**src/hdl/assert_macros.svh**
```systemverilog
// ----------------------------------------------------------------------------
// assert_macros.svh
// Assertion shorthands used by the voxel extractor RTL.
// ----------------------------------------------------------------------------
`ifndef ASSERT_MACROS_SVH
`define ASSERT_MACROS_SVH

// Checked only outside reset.
`define SVX_ASSERT(lbl, prop, msg) \
    lbl: assert property (@(posedge clk) disable iff (!rst_n) prop) \
        else $error(msg);

// Checked at every edge, reset included.
`define SVX_ASSERT_ALWAYS(lbl, prop, msg) \
    lbl: assert property (@(posedge clk) prop) \
        else $error(msg);

`endif

```
**src/hdl/svx_pkg.sv**
```systemverilog
// ----------------------------------------------------------------------------
// svx_pkg
// Shared types and constants of the surface voxel extractor.
// ----------------------------------------------------------------------------
package svx_pkg;

    localparam int COORD_W = 5;
    localparam int OP_W    = 2;
    // A scan covers at most this many columns (x is COORD_W bits).
    localparam int SCAN_W  = 1 << COORD_W;

    typedef enum logic [OP_W-1:0] {
        OP_INSERT = 2'd0,
        OP_SCAN   = 2'd1,
        OP_CLEAR  = 2'd2
    } op_t;

    // Surface mask of one scanned row, handed to the result serializer.
    typedef struct packed {
        logic                valid;
        logic [SCAN_W-1:0]   surf;
        logic [COORD_W-1:0]  y;
        logic [COORD_W-1:0]  z;
    } scan_load_t;

endpackage

```
**src/hdl/svx_res_if.sv**
```systemverilog
// ----------------------------------------------------------------------------
// svx_res_if
// Result channel: one surface voxel, or a row-empty marker, per transfer.
// ----------------------------------------------------------------------------
interface svx_res_if;
    import svx_pkg::*;

    logic               valid;
    logic               ready;
    logic [COORD_W-1:0] out_x;
    logic [COORD_W-1:0] out_y;
    logic [COORD_W-1:0] out_z;
    logic               found;
    logic               last;

    modport source (output valid, output out_x, output out_y, output out_z,
                    output found, output last, input ready);
    modport sink   (input valid, input out_x, input out_y, input out_z,
                    input found, input last, output ready);
endinterface

```
**src/hdl/svx_emit.sv**
```systemverilog
// ----------------------------------------------------------------------------
// svx_emit
// Serializes a row surface mask into results, lowest x first; an empty mask gives one row-empty marker.
// ----------------------------------------------------------------------------
module svx_emit (
    input  logic                clk,
    input  logic                rst_n,
    input  svx_pkg::scan_load_t load,
    output logic                busy,
    svx_res_if.source           res
);
    import svx_pkg::*;

    logic               active_reg;
    logic               none_reg;
    logic [SCAN_W-1:0]  surf_reg;
    logic [COORD_W-1:0] y_reg;
    logic [COORD_W-1:0] z_reg;
    logic               ovalid_reg;
    logic [COORD_W-1:0] ox_reg;
    logic [COORD_W-1:0] oy_reg;
    logic [COORD_W-1:0] oz_reg;
    logic               ofound_reg;
    logic               olast_reg;

    logic               advance;
    logic [SCAN_W-1:0]  lowest;
    logic [SCAN_W-1:0]  rest;
    logic [COORD_W-1:0] idx;

    // isolate lowest set bit, then one-hot to index
    assign lowest  = surf_reg & (~surf_reg + SCAN_W'(1));
    assign rest    = surf_reg & (surf_reg - SCAN_W'(1));
    assign advance = active_reg && (!ovalid_reg || res.ready);

    always_comb
    begin
        idx = '0;
        for (int i = 0; i < SCAN_W; i++)
        begin
            if (lowest[i])
            begin
                idx = idx | COORD_W'(i);
            end
        end
    end

    always_ff @(posedge clk or negedge rst_n)
    begin
        if (!rst_n)
        begin
            active_reg <= 1'b0;
            none_reg   <= 1'b0;
            surf_reg   <= '0;
            y_reg      <= '0;
            z_reg      <= '0;
            ovalid_reg <= 1'b0;
            ox_reg     <= '0;
            oy_reg     <= '0;
            oz_reg     <= '0;
            ofound_reg <= 1'b0;
            olast_reg  <= 1'b0;
        end
        else
        begin
            if (advance)
            begin
                ovalid_reg <= 1'b1;
                oy_reg     <= y_reg;
                oz_reg     <= z_reg;
                if (none_reg)
                begin
                    ox_reg     <= '0;
                    ofound_reg <= 1'b0;
                    olast_reg  <= 1'b1;
                    active_reg <= 1'b0;
                end
                else
                begin
                    ox_reg     <= idx;
                    ofound_reg <= 1'b1;
                    olast_reg  <= (rest == '0);
                    surf_reg   <= rest;
                    active_reg <= (rest != '0);
                end
            end
            else if (res.ready)
            begin
                ovalid_reg <= 1'b0;
            end

            // load only arrives while idle, so it never meets advance
            if (load.valid)
            begin
                active_reg <= 1'b1;
                none_reg   <= (load.surf == '0);
                surf_reg   <= load.surf;
                y_reg      <= load.y;
                z_reg      <= load.z;
            end
        end
    end

    assign busy      = active_reg;
    assign res.valid = ovalid_reg;
    assign res.out_x = ox_reg;
    assign res.out_y = oy_reg;
    assign res.out_z = oz_reg;
    assign res.found = ofound_reg;
    assign res.last  = olast_reg;
endmodule

```
**src/flat_wrapper.sv**
```systemverilog
// flat-port wrapper written by rule: the top's interface ports become plain ports
module svx_emit_flat import svx_pkg::*;
  (clk, rst_n, load, busy, res_valid, res_out_x, res_out_y, res_out_z, res_found, res_last, res_ready);
  svx_res_if res_i ();
  input  logic clk;
  input  logic rst_n;
  input  svx_pkg::scan_load_t load;
  output logic busy;
  output wire logic [$bits(res_i.valid)-1:0] res_valid;
  output wire logic [$bits(res_i.out_x)-1:0] res_out_x;
  output wire logic [$bits(res_i.out_y)-1:0] res_out_y;
  output wire logic [$bits(res_i.out_z)-1:0] res_out_z;
  output wire logic [$bits(res_i.found)-1:0] res_found;
  output wire logic [$bits(res_i.last)-1:0] res_last;
  input wire logic [$bits(res_i.ready)-1:0] res_ready;
  assign res_valid = res_i.valid;
  assign res_out_x = res_i.out_x;
  assign res_out_y = res_i.out_y;
  assign res_out_z = res_i.out_z;
  assign res_found = res_i.found;
  assign res_last = res_i.last;
  assign res_i.ready = res_ready;
  svx_emit u_core (.clk(clk), .rst_n(rst_n), .load(load), .busy(busy), .res(res_i));
endmodule
```
**config.mk**
```make
export PLATFORM = sky130hd
export DESIGN_NAME = svx_emit_flat
export DESIGN_NICKNAME = d
export VERILOG_FILES = /design/src/hdl/assert_macros.svh /design/src/hdl/svx_pkg.sv /design/src/hdl/svx_res_if.sv /design/src/hdl/svx_emit.sv /design/src/flat_wrapper.sv
export SDC_FILE = /design/constraint.sdc
export NUM_CORES = 1
export LEC_CHECK = 0
export BUFFER_PORTS_ARGS = -buffer_cell sky130_fd_sc_hd__buf_2
export CORE_MARGIN = 10
export CORE_UTILIZATION = 55
export CTS_CLUSTER_DIAMETER = 60
export DETAILED_ROUTE_END_ITERATION = 8
export MAX_ROUTING_LAYER = met4
export PLACE_DENSITY_LB_ADDON = 0.25
export SLEW_MARGIN = 20
export SYNTH_ARGS = -nofsm -noshare
export SYNTH_HDL_FRONTEND = slang
export SYNTH_SLANG_ARGS = --single-unit
```
**constraint.sdc**
```tcl
create_clock -name clk -period 4.85 [get_ports clk]
set_clock_uncertainty 0.05 [all_clocks]
set_input_delay 0.7275 -clock clk [delete_from_list [all_inputs] [get_ports clk]]
set_output_delay 0.7275 -clock clk [all_outputs]
set_load 0.02 [all_outputs]
```
==> results.tsv <==
stage	metric	value	unit
floorplan	starting density of the core	57.5	%
yosys	Async S/R FF share, synth	100	%
routing	router iterations before antenna repair	6	
global_route	met2 usage in global routing	31.5	%
timing	actual transition at the worst max-transition pin	0.836	ns
global_route	global-route layer with the greatest usage	met2	
routing	DRC viols	0	
yosys	net count of the mapped netlist	436	
setup_path	WP data arrival	3.65	ns
yosys	top flip-flop cell by instance count after synthesis	sky130_fd_sc_hd__dfrtp_1	
timing	Hold Violations, Final	0	
power	P_leak	1.65	nW
placed_design	half-perimeter wire length after placement	7.28	mm
yosys	post-synthesis area per instance	8.84	um^2
cells_and_area	Layout Nets	490	
setup_path	Crit Path Max Fanout	8	
routing	via count	3312	
timing	Min Clock Period, post-route	3.47	ns
timing	RSZ-0062 raised after global routing	false	
placed_design	last weighted congestion value of the routability-driven placer	0.975	
yosys	count of synthesis-stage warnings from yosys	0	
power	power per standard cell area	319	nW/um^2
placed_design	total placed cells including tap cells	508	
yosys	count of cell types in the netlist	49	
setup_path	worst path cell trace	nor4_1 > nand3_1 > or3_4 > or3_4 > a221oi_2 > nand4_1 > a221o_1	
setup_path	origin of the critical flop-to-flop path	u_core.surf_reg[14]$_DFFE_PN0P_	
global_route	via count of the first global-routing pass	3276	
hold_path	Worst Min Path Start	u_core.res.out_x[2]$_DFFE_PN0P_	
setup_path	slowest CP cell	sky130_fd_sc_hd__nor4_1	
global_route	total global routing track utilization	20.7	%
setup_path	stage delay of the slowest cell on the critical path	0.76	ns
routing	per-cell routed wire length	19.0	um
routing	Final ANT Viol Nets	0	
hold_path	worst min path class	flop to flop	
global_route	maximum number of pins on one net before global-route repair	77	
setup_path	critical path class	flop to flop	
cells_and_area	area of the multi-input gates	1750	um^2
global_route	Overflow after GRT	0	
cells_and_area	count of fill cells added during filler insertion	542	
setup_path	cell seen most often among critical-path stages	sky130_fd_sc_hd__or3_4	
yosys	combined area of all synthesized cells	3450	um^2
floorplan	die boundary width	99.2	um
cells_and_area	diode insertion count for antenna repair	0	
routing	routed wire length	9.93	mm
clocking	# clock sinks	62	
timing	tightest slew margin relative to the limit	43.7	%
clocking	Clock Root Buffer	sky130_fd_sc_hd__clkbuf_8	
yosys	list of most frequent post-synthesis cells	sky130_fd_sc_hd__dfrtp_1, sky130_fd_sc_hd__nand2_1, sky130_fd_sc_hd__o21ai_0	
floorplan	Site Rows	28	
power	Max rail drop VDD	0.000233	V
clocking	H-tree levels	3	
cells_and_area	max FFs per register	32	
floorplan	Vert. Die Dim	99.2	um
yosys	proportion of netlist area held by the largest area contributor	45.0	%
timing	final slew viol count	0	
yosys	cell accounting for the most synthesized area	sky130_fd_sc_hd__dfrtp_1	
setup_path	category of the worst setup path launch point	flop	
timing	Tcrit/Tclk final	71.4	%
timing	Max Clk Rate	0.289	GHz
clocking	clock buffer count from CTS	9	
yosys	top cells by area in the synthesized netlist	sky130_fd_sc_hd__dfrtp_1, sky130_fd_sc_hd__o21ai_0, sky130_fd_sc_hd__mux2_2	
yosys	proportion of synthesized chip area in sequential cells	45.0	%
placed_design	number of buffers added on ports	64	
setup_path	CP required	5.03	ns
clocking	CTS resizes	0	
cells_and_area	Layout area overhead	15.1	%
flow_run	# Max-Cap Violations	0	
yosys	post-synthesis sequential element count	62	
clocking	Clock Latency Late Sink	0.35	ns
clocking	clock-pin slew on the worst setup and hold paths	0.08	ns
clocking	post-CTS setup buffer count	0	
floorplan	I/O pins	65	
cells_and_area	fin util	66.2	%
global_route	routing usage on met1	27.0	%
yosys	number of synthesized flops with an enable pin	0	
setup_path	Crit. End Element	flop	
timing	total negative slack	0	ns
clocking	largest buffer count on any clock path	2	
clocking	CTS Hold Buffers Added	0	
routing	number of violations reported at the end of detailed-routing iteration 0	323	
routing	vias per std cell	6.32	
cells_and_area	ratio of cells with drive above 1 in the final layout	26.1	%
clocking	clock tree from TritonCTS	done	
setup_path	Critical Path Start	u_core.surf_reg[14]$_DFFE_PN0P_	
floorplan	floorplan core area	5990	um^2
floorplan	DIE AREA	9830	um^2
yosys	cell count after synthesis	390	
cells_and_area	number of standard cells in the final layout excluding fillers	524	
global_route	wire length of the first global-routing pass	16.2	mm
global_route	met3 track demand over resource in global routing	3.88	%
global_route	number of antenna violations at the first check in global routing	0	
cells_and_area	Storage cell area	1550	um^2
run_status	run status	finished, final reports clean	
timing	Setup Viol. Count Final	0	
[critical path: cells and delay by family (launching register included)]
family | cells | cell delay [ns]
simple gates | 5 | 2.17
compound gates | 2 | 0.66
flops | 1 | 0.46
[where the power goes]
| part | internal [W] | total, W | switching, W |
|---|---|---|---|
| combinational | 0.0000928 | 0.000225 | 0.000132 |
| clock | 0.000199 | 0.000412 | 0.000213 |
| sequential | 0.000567 | 0.000628 | 0.0000615 |
| total | 0.000859 | 0.00127 | 0.000406 |
[cell type report]
class                           instances  share of cell area (%)
Clock inverter                          5                   0.883
Inverter                                7                   0.662
Sequential cell                        62                    39.1
Clock buffer                           11                    3.56
Tap cell                               75                    2.37
Timing Repair Buffer                   70                    9.21
Multi-Input combinational cell        294                    44.2
[per-stage QoR]
| step | power, W | hold slack (ns) | area (um^2) | worst slack [ns] |
|---|---|---|---|---|
| 6_report | 0.00127 | 0.417 | 3970 | 1.38 |
| 5_1_grt | 0.00132 | 0.447 | 3970 | 1.27 |
| 4_1_cts | 0.00127 | 0.424 | 3970 | 1.49 |
| 3_5_place_dp | 0.000861 | 0.407 | 3790 | 1.57 |
| 3_3_place_gp | 0.000855 | 0.404 | 3790 | 1.63 |
| 2_1_floorplan | 0.000767 | 0.382 | 3450 | 1.84 |
[logic make-up after synthesis]
kind of cell               after synthesis  share of synthesized area [%]
adders and majority gates                1                          0.290
muxes                                   21                           6.86
buffers and inverters                   34                           4.14
and+or+nand+nor                        164                           24.1
DFF                                     62                           45.0
AOI/OAI and AO/OA                      108                           19.6
[cell usage in the layout, fill, tap and decap left out, drive strengths merged, types with 4 or more instances in the layout]
| cell | instances |
|---|---|
| or3 | 6 |
| mux2 | 21 |
| dfrtp | 62 |
| nand2 | 62 |
| and3 | 5 |
| o21ai | 55 |
| or4 | 4 |
| a21oi | 11 |
| nand3 | 11 |
| clkbuf | 11 |
| nor2 | 17 |
| nand4 | 11 |
| o41ai | 5 |
| clkinv | 4 |
| inv | 7 |
| buf | 70 |
| nor4 | 18 |
| nor3 | 17 |
| o31ai | 11 |
[final timing paths]
check / to / cells past startpoint / slack [ns]
max: u_core.busy$_DFFE_PN0P_ / 7 / 1.38
min: u_core.res.out_x[2]$_DFFE_PN0P_ / 2 / 0.42
max reg2reg: u_core.busy$_DFFE_PN0P_ / 7 / 1.38
min reg2reg: u_core.res.out_x[2]$_DFFE_PN0P_ / 2 / 0.42
max in group asynchronous: u_core.surf_reg[19]$_DFFE_PN0P_ / 2 / 3.76
min in group asynchronous: u_core.surf_reg[1]$_DFFE_PN0P_ / 2 / 0.49
[metal layers]
layer | part of all wire, % | wire, um
met4 | 1.3 | 132
met5 | 0 | 0
met1 | 45 | 4440
met3 | 7.0 | 699
met2 | 47 | 4670
Note: power is estimated with default switching activity, not from simulation.
